[config.mk]
export PLATFORM = sky130hd
export DESIGN_NAME = demand_paging_lru_translate_flat
export DESIGN_NICKNAME = d
export VERILOG_FILES = /design/src/design/dplt_pkg.sv /design/src/design/dplt_req_if.sv /design/src/design/dplt_rsp_if.sv /design/src/design/demand_paging_lru_translate.sv /design/src/flat_wrapper.sv
export VERILOG_INCLUDE_DIRS = /design/src /design/src/design
export SDC_FILE = /design/constraint.sdc
export NUM_CORES = 2
export LEC_CHECK = 0
export ABC_AREA = 0
export BUFFER_PORTS_ARGS = -buffer_cell sky130_fd_sc_hd__buf_2
export CAP_MARGIN = 0
export CORE_MARGIN = 2
export CORE_UTILIZATION = 45
export CTS_BUF_LIST = sky130_fd_sc_hd__clkbuf_16
export DETAILED_ROUTE_END_ITERATION = 12
export MAX_ROUTING_LAYER = met4
export SYNTH_ARGS = -nofsm -noshare
export SYNTH_HDL_FRONTEND = slang
export SYNTH_SLANG_ARGS = --single-unit
[constraint.sdc]
create_clock -name clk -period 9 [get_ports clk]
set_clock_uncertainty 0.15 [all_clocks]
set_input_delay 0.45 -clock clk [delete_from_list [all_inputs] [get_ports clk]]
set_output_delay 0.45 -clock clk [all_outputs]
set_load 0.01 [all_outputs]
[src/design/demand_paging_lru_translate_macros.svh]
// ----------------------------------------------------------------------------
// Assertion macros for the demand paging translator
// Implication checks, same cycle and next cycle, on the block clock.
// ----------------------------------------------------------------------------
`ifndef DEMAND_PAGING_LRU_TRANSLATE_MACROS_SVH
`define DEMAND_PAGING_LRU_TRANSLATE_MACROS_SVH

`ifndef ASSERT_OFF
`define DPLT_ASSERT_IMPL(lbl, clk, rst_n, ante, cons, msg) \
  lbl: assert property (@(posedge clk) disable iff (!rst_n) (ante) |-> (cons)) \
    else $error(msg);
`define DPLT_ASSERT_NEXT(lbl, clk, rst_n, ante, cons, msg) \
  lbl: assert property (@(posedge clk) disable iff (!rst_n) (ante) |=> (cons)) \
    else $error(msg);
`else
`define DPLT_ASSERT_IMPL(lbl, clk, rst_n, ante, cons, msg)
`define DPLT_ASSERT_NEXT(lbl, clk, rst_n, ante, cons, msg)
`endif

`endif

[src/design/dplt_pkg.sv]
// ----------------------------------------------------------------------------
// dplt_pkg
// Field widths and fixed constants of the demand paging translator.
// ----------------------------------------------------------------------------
`default_nettype none

package dplt_pkg;

  localparam int ADDR_W      = 12;
  localparam int PA_W        = 10;
  localparam int OFFSET_BITS = 7;
  localparam int STAMP_W     = 32;
  localparam int CNT_W       = 32;

  typedef logic [ADDR_W-1:0]  laddr_t;
  typedef logic [PA_W-1:0]    paddr_t;
  typedef logic [STAMP_W-1:0] stamp_t;
  typedef logic [CNT_W-1:0]   count_t;

endpackage

`default_nettype wire

[src/design/dplt_req_if.sv]
// ----------------------------------------------------------------------------
// dplt_req_if
// Request channel: one logical address per transfer.
// ----------------------------------------------------------------------------
`default_nettype none

interface dplt_req_if
  import dplt_pkg::*;
();
  logic   valid;
  logic   ready;
  laddr_t logical_address;

  modport source (output valid, output logical_address, input ready);
  modport sink   (input valid, input logical_address, output ready);
endinterface

`default_nettype wire

[src/design/dplt_rsp_if.sv]
// ----------------------------------------------------------------------------
// dplt_rsp_if
// Result channel: physical address, fault flag and fault total per transfer.
// ----------------------------------------------------------------------------
`default_nettype none

interface dplt_rsp_if
  import dplt_pkg::*;
();
  logic   valid;
  logic   ready;
  paddr_t physical_address;
  logic   page_fault;
  count_t fault_total;

  modport source (output valid, output physical_address, output page_fault,
                  output fault_total, input ready);
  modport sink   (input valid, input physical_address, input page_fault,
                  input fault_total, output ready);
endinterface

`default_nettype wire

[src/design/demand_paging_lru_translate.sv]
// ----------------------------------------------------------------------------
// demand_paging_lru_translate
// Page table lookup with demand allocation and least-recently-used eviction.
// ----------------------------------------------------------------------------
// One address is taken every cycle while the result channel does not stall. Its
// result is loaded from the input register into the result register, from
// which it is transferred, so the sustained rate is one item per clock. That
// figure is set by the update stage:
// page table read, victim choice by an all-pairs compare of the frame stamps,
// and the write-back of table, owner, stamp and counters in the same edge, so
// each item sees everything the previous one left. Frame 0 is never handed
// out; frames are allocated in ascending order until all are used, after
// which the frame with the smallest stamp (lowest index on ties) is evicted.
// A stalled result register holds the input register, which stalls the
// request channel; there is no clearing pass after reset.
// ----------------------------------------------------------------------------
`default_nettype none

`include "demand_paging_lru_translate_macros.svh"

module demand_paging_lru_translate
  import dplt_pkg::*;
#(
  parameter int PAGE_COUNT  = 32,
  parameter int FRAME_COUNT = 8
) (
  input  logic  clk,
  input  logic  rst_n,
  dplt_req_if.sink   in_req,
  dplt_rsp_if.source out_rsp
);

  localparam int PW = $clog2(PAGE_COUNT);
  localparam int FW = $clog2(FRAME_COUNT);
  localparam int NW = FW + 1;
  localparam int VW = ADDR_W - OFFSET_BITS;
  localparam int CW = FW + OFFSET_BITS;

  typedef logic [PW-1:0] page_t;
  typedef logic [FW-1:0] frame_t;
  typedef page_t page_map_t [2**VW];

  function automatic page_map_t build_page_map();
    page_map_t m;
    for (int i = 0; i < 2**VW; i++) begin
      m[i] = PW'(i % PAGE_COUNT);
    end
    return m;
  endfunction

  localparam page_map_t PAGE_MAP = build_page_map();

  logic                  req_valid_r;
  laddr_t                req_addr_r;
  logic                  rsp_valid_r;
  paddr_t                rsp_pa_r;
  logic                  rsp_fault_r;
  count_t                rsp_total_r;

  logic [PAGE_COUNT-1:0] page_valid_r;
  logic [PAGE_COUNT-1:0] page_valid_nxt;
  frame_t                page_frame_r [PAGE_COUNT];
  page_t                 owner_r      [FRAME_COUNT];
  stamp_t                stamp_r      [FRAME_COUNT];
  stamp_t                clock_r;
  logic [NW-1:0]         next_free_r;
  count_t                fault_cnt_r;

  logic                   advance;
  logic                   proc;
  logic [VW-1:0]          vpn;
  logic [OFFSET_BITS-1:0] offset;
  page_t                  page;
  logic                   hit;
  logic                   has_free;
  logic [FRAME_COUNT-1:0] oldest;
  frame_t                 victim;
  frame_t                 alloc_frame;
  frame_t                 frame;
  stamp_t                 stamp_nxt;
  logic [CW-1:0]          pa_full;
  paddr_t                 pa_nxt;
  count_t                 total_nxt;

  assign advance      = !rsp_valid_r || out_rsp.ready;
  assign proc         = req_valid_r && advance;
  assign in_req.ready = !req_valid_r || advance;

  assign vpn      = req_addr_r[ADDR_W-1:OFFSET_BITS];
  assign offset   = req_addr_r[OFFSET_BITS-1:0];
  assign page     = PAGE_MAP[vpn];
  assign hit      = page_valid_r[page];
  assign has_free = next_free_r < NW'(FRAME_COUNT);

  // frame i is oldest when strictly below all lower frames and not above any higher one
  always_comb begin
    oldest = '0;
    for (int i = 1; i < FRAME_COUNT; i++) begin
      oldest[i] = 1'b1;
      for (int j = 1; j < FRAME_COUNT; j++) begin
        if (j < i && !(stamp_r[i] < stamp_r[j])) begin
          oldest[i] = 1'b0;
        end
        if (j > i && stamp_r[j] < stamp_r[i]) begin
          oldest[i] = 1'b0;
        end
      end
    end
  end

  always_comb begin
    victim = FW'(1);
    for (int i = 1; i < FRAME_COUNT; i++) begin
      if (oldest[i]) begin
        victim = FW'(i);
      end
    end
  end

  assign alloc_frame = has_free ? next_free_r[FW-1:0] : victim;
  assign frame       = hit ? page_frame_r[page] : alloc_frame;
  assign stamp_nxt   = clock_r + stamp_t'(1);
  assign pa_full     = {frame, offset};
  assign pa_nxt      = PA_W'(pa_full);
  assign total_nxt   = hit ? fault_cnt_r : fault_cnt_r + count_t'(1);

  always_comb begin
    page_valid_nxt = page_valid_r;
    if (proc && !hit) begin
      if (!has_free) begin
        page_valid_nxt[owner_r[victim]] = 1'b0;
      end
      page_valid_nxt[page] = 1'b1;
    end
  end

  always_ff @(posedge clk) begin
    if (!rst_n) begin
      req_valid_r  <= 1'b0;
      rsp_valid_r  <= 1'b0;
      page_valid_r <= '0;
      clock_r      <= '0;
      next_free_r  <= NW'(1);
      fault_cnt_r  <= '0;
    end else begin
      page_valid_r <= page_valid_nxt;
      if (in_req.ready) begin
        req_valid_r <= in_req.valid;
      end
      if (advance) begin
        rsp_valid_r <= req_valid_r;
      end
      if (proc) begin
        clock_r <= stamp_nxt;
        if (!hit) begin
          fault_cnt_r <= total_nxt;
          if (has_free) begin
            next_free_r <= next_free_r + NW'(1);
          end
        end
      end
    end
  end

  always_ff @(posedge clk) begin
    if (in_req.ready && in_req.valid) begin
      req_addr_r <= in_req.logical_address;
    end
    if (proc) begin
      rsp_pa_r       <= pa_nxt;
      rsp_fault_r    <= !hit;
      rsp_total_r    <= total_nxt;
      stamp_r[frame] <= stamp_nxt;
      if (!hit) begin
        page_frame_r[page]   <= alloc_frame;
        owner_r[alloc_frame] <= page;
      end
    end
  end

  assign out_rsp.valid            = rsp_valid_r;
  assign out_rsp.physical_address = rsp_pa_r;
  assign out_rsp.page_fault       = rsp_fault_r;
  assign out_rsp.fault_total      = rsp_total_r;

  `DPLT_ASSERT_NEXT(a_page_mapped, clk, rst_n, proc, page_valid_r[$past(page)], "accessed page not mapped")
  `DPLT_ASSERT_NEXT(a_fault_count, clk, rst_n, proc && !hit, fault_cnt_r == $past(fault_cnt_r) + 1'b1, "fault count not advanced")
  `DPLT_ASSERT_NEXT(a_hit_no_alloc, clk, rst_n, proc && hit, $stable(next_free_r) && $stable(fault_cnt_r), "hit changed allocation state")
  `DPLT_ASSERT_IMPL(a_rsp_source, clk, rst_n, $rose(rsp_valid_r), $past(proc), "result without processed request")

endmodule

`default_nettype wire
[src/flat_wrapper.sv]
// flat-port wrapper written by rule: the top's interface ports become plain ports
module demand_paging_lru_translate_flat import dplt_pkg::*;
#(
  parameter int PAGE_COUNT  = 32,
  parameter int FRAME_COUNT = 8
)
  (clk, rst_n, in_req_valid, in_req_logical_address, in_req_ready, out_rsp_valid, out_rsp_physical_address, out_rsp_page_fault, out_rsp_fault_total, out_rsp_ready);
  dplt_req_if in_req_i ();
  dplt_rsp_if out_rsp_i ();
  input  logic clk;
  input  logic rst_n;
  input wire logic [$bits(in_req_i.valid)-1:0] in_req_valid;
  input wire logic [$bits(in_req_i.logical_address)-1:0] in_req_logical_address;
  output wire logic [$bits(in_req_i.ready)-1:0] in_req_ready;
  output wire logic [$bits(out_rsp_i.valid)-1:0] out_rsp_valid;
  output wire logic [$bits(out_rsp_i.physical_address)-1:0] out_rsp_physical_address;
  output wire logic [$bits(out_rsp_i.page_fault)-1:0] out_rsp_page_fault;
  output wire logic [$bits(out_rsp_i.fault_total)-1:0] out_rsp_fault_total;
  input wire logic [$bits(out_rsp_i.ready)-1:0] out_rsp_ready;
  assign in_req_i.valid = in_req_valid;
  assign in_req_i.logical_address = in_req_logical_address;
  assign in_req_ready = in_req_i.ready;
  assign out_rsp_valid = out_rsp_i.valid;
  assign out_rsp_physical_address = out_rsp_i.physical_address;
  assign out_rsp_page_fault = out_rsp_i.page_fault;
  assign out_rsp_fault_total = out_rsp_i.fault_total;
  assign out_rsp_i.ready = out_rsp_ready;
  demand_paging_lru_translate #(.PAGE_COUNT(PAGE_COUNT), .FRAME_COUNT(FRAME_COUNT)) u_core (.clk(clk), .rst_n(rst_n), .in_req(in_req_i), .out_rsp(out_rsp_i));
endmodule
==> results.md <==
- Area grow syn2layout: 10.4%
- Num rows: 101
- Layout Cells excl Fill: 4241
- Global Route Usage Sum: 29.5%
- Worst-path fanout max: 17
- DR DRC count: 0
- Synth warnings: 0
- Vias per cell: 6.18
- Maximum vdd drop: 144 µV
- Clock Pin Slew Worst Setup and Hold Paths: 0.06 ns
- Met3 GRT Util: 3.81%
- Fillcell total: 6760
- Vias in the first global route: 26200
- P per Cell Area: 142 nW/µm²
- Core outline area: 75600 µm²
- Setup TNS: 0 ns
- Critical path origin: u_core.stamp_r[5][15]
- Layout cells sized above 1: 7.42%
- Detailed-route wire length: 113 mm
- Cts bufs inserted: 54
- Prevailing post-synth register cell: edfxtp_1
- Status: finished, final reports clean
- Synth cell types: 80
- Period utilization: 71.7%
- Total power: 5.35 mW
- Reg2reg path depth: 14
- Antenna violations before repair: 2
- RSZ-0062 raised after global routing: false
- Sequential share of the synthesized area: 42.2%
- Initial Util: 45.2%
- Most frequent cells in the layout: ha_1, edfxtp_1, inv_1, nand2_1, a21oi_1
- Netlist Area Pre-Place: 34200 µm²
- Final hold viol count: 0
- Clock Latency Late Sink: 0.63 ns
- Ys async rst share: 0%
- CTS root buffer: clkbuf_16
- Crit Path Class: reg2reg
- Max transition margin: 16.5%
- DP HPWL: 86.3 mm
- Sink of the worst hold path: u_core.out_rsp.physical_address[6]
- CTS Buffer Depth: 3
- Initial DRC Count: 2379
- Grt total ovfl: 0
- Worst EP arrival: 6.60 ns
- Net Count, Synth: 3786
- Flops & latches, synth: 515
- Antenna Nets Post-Route: 0
- Post-place setup slack: 2.52 ns
- Clock Sinks: 515
- Worst Hold Depth: 0
- Worst-Margin Slew: 1.24 ns
- Fin worst setup slack: 2.55 ns
- R2r setup slk: 2.55 ns
- IO Port Bufs: 60
- Worst setup SP type: register
- Die Ht: 280 µm
- Slowest CP cell: nor4_1
- Maxcap violations: 0
- Die width: 280 µm
- Met1 Resource Use GR: 39.1%
- Routability cong.: 1.01
- CP peak stage delay: 0.88 ns
- I/O pins: 61
- Hold_sp: u_core.req_addr_r[6]
- Pin count of the biggest net entering global routing: 103
- Diode count: 0
- GRT Max-Usage Layer: met2
- NumNets Final: 3888
- First-pass GRT wire length: 166 mm
- Routed WL per cell: 26.6 µm
- GR Util met2: 47.3%
- CTS tree: built
- CP required: 9.14 ns
- Drt pass-1 iters: 7
- Hold crit path type: reg2reg
- Max Freq: 155 MHz
- Number of synthesized flops with an enable pin: 413
- Static Leakage: 15.6 nW
- Sequence of cells on the critical path: ha_1 > nand4_1 > or3_1 > a221oi_1 > o41ai_1 > o211ai_1 > o31ai_1 > nor4_1 > nor4b_4 > a21o_1 > a21oi_1 > nand2_1 > nor2_4 > buf_4
- Commonest non-fill, non-tap cell in the layout: ha_1
- # setup viols final: 0
- Area of the multi-input gates: 18700 µm²
- CP endpoint kind: register
- Reg area: 14400 µm²
- H-tree levels: 2
- Syn Inst Count: 3116
- Die area: 78200 µm²
- Post-layout min period: 6.45 ns
- Placed Cells: 4126
- R2R Path Start: u_core.stamp_r[5][15]
- RR Endpoint: u_core.stamp_r[6][25]
- Avg Cell Area, Syn: 11.0 µm²
- Vias post-DR: 26200
- Final Max Slew Viols: 0
[how the worst max path moves through the flow]
stage / cells past startpoint / endpoint / slack (ns)
2_1_floorplan: 14 / u_core.stamp_r[5][0] / 2.82
3_3_place_gp: 14 / u_core.stamp_r[6][25] / 2.76
3_5_place_dp: 14 / u_core.stamp_r[6][25] / 2.52
4_1_cts: 14 / u_core.stamp_r[6][25] / 2.50
5_1_grt: 15 / u_core.stamp_r[6][27] / 2.28
6_report: 14 / u_core.stamp_r[6][25] / 2.55
[worst max-delay path: cells and delay by family (launching register included)]
| kind | cells | cell delay, ns |
|---|---|---|
| compound gates | 6 | 1.89 |
| fa+ha+maj | 1 | 0.39 |
| buf+inv | 1 | 0.40 |
| flops | 1 | 0.54 |
| simple gates | 6 | 2.73 |
[through the flow]
stage	hold WS [ns]	instance area [µm²]	utilization, %
global placement	0.250	35700	47.3
CTS	0.262	37700	49.9
floorplan	0.250	34200	-
global route	0.282	37700	49.9
detailed placement	0.255	35700	47.3
finish	0.270	37700	49.9
[state kept, by name (all words and copies together), names as in the netlist]
name and flops:
u_core.clock_r 32, u_core.fault_cnt_r 32, u_core.next_free_r 4, u_core.out_rsp.fault_total 32
u_core.out_rsp.page_fault 1, u_core.out_rsp.physical_address 10, u_core.out_rsp.valid 1, u_core.owner_r 38
u_core.page_frame_r 96, u_core.page_valid_r 32, u_core.req_addr_r 12, u_core.req_valid_r 1
u_core.stamp_r 224
[area by class of cell]
type / instances / share of cell area [%]
Multi-Input combinational cell: 2326 / 49.7
Clock inverter: 45 / 1.27
Sequential cell: 515 / 38.3
Clock buffer: 56 / 3.71
Tap cell: 978 / 3.24
Timing Repair Buffer: 96 / 1.60
Inverter: 225 / 2.24
[report_power, final]
group | switching [mW] | total, mW | internal (mW) | leakage (nW)
sequential | 0.0191 | 2.61 | 2.59 | 4.50
clock | 0.997 | 2.37 | 1.37 | 0.945
combinational | 0.251 | 0.377 | 0.126 | 10.1
total | 1.27 | 5.35 | 4.09 | 15.6
[cell families after synthesis]
family	synth area share [%]
and+or+nand+nor	12.1
DFF	42.2
buffers and inverters	3.12
xor gates and xnor gates	2.79
adders and majority gates	23.9
AOI/OAI and AO/OA	13.4
muxes	2.42
[routing by layer]
metal / part of all wire [%] / vias up
met5: 0 / -
met4: 3.2 / 0
met3: 6.6 / 184
met2: 46 / 985
met1: 44 / 13000
li1: - / 12100
[cells in the mapped netlist (all sizes together) (7+ instances only)]
cell type	number	area, µm²
nand4	95	594
a41oi	22	193
or3	27	169
dfxtp	102	2040
o21ai	158	791
o21a	15	113
and2	57	357
clkbuf	36	135
a2111oi	8	76.3
a21boi	24	180
a211o	14	123
ha	654	8180
nor2	173	649
a211oi	39	348
and4	22	195
nand3	71	355
a22oi	17	128
nor3	37	185
xnor2	75	657
edfxtp	413	12400
nand2b	24	150
inv	225	845
nor4	21	174
a31oi	40	256
o211ai	19	143
nand2	224	841
xor2	34	298
mux4	32	721
a221o	7	70.1
and3	24	160
a21o	67	503
buf	14	86.3
o221ai	8	70.1
a21oi	210	1050
a221oi	16	140
nor2b	17	106
[what timing repair did]
item	CTS	global route
hold buffers	14	0
gates resized for setup	0	0
setup buffers	0	0
hold endpoints to repair	14	0
(Power assumes the default switching activity.)
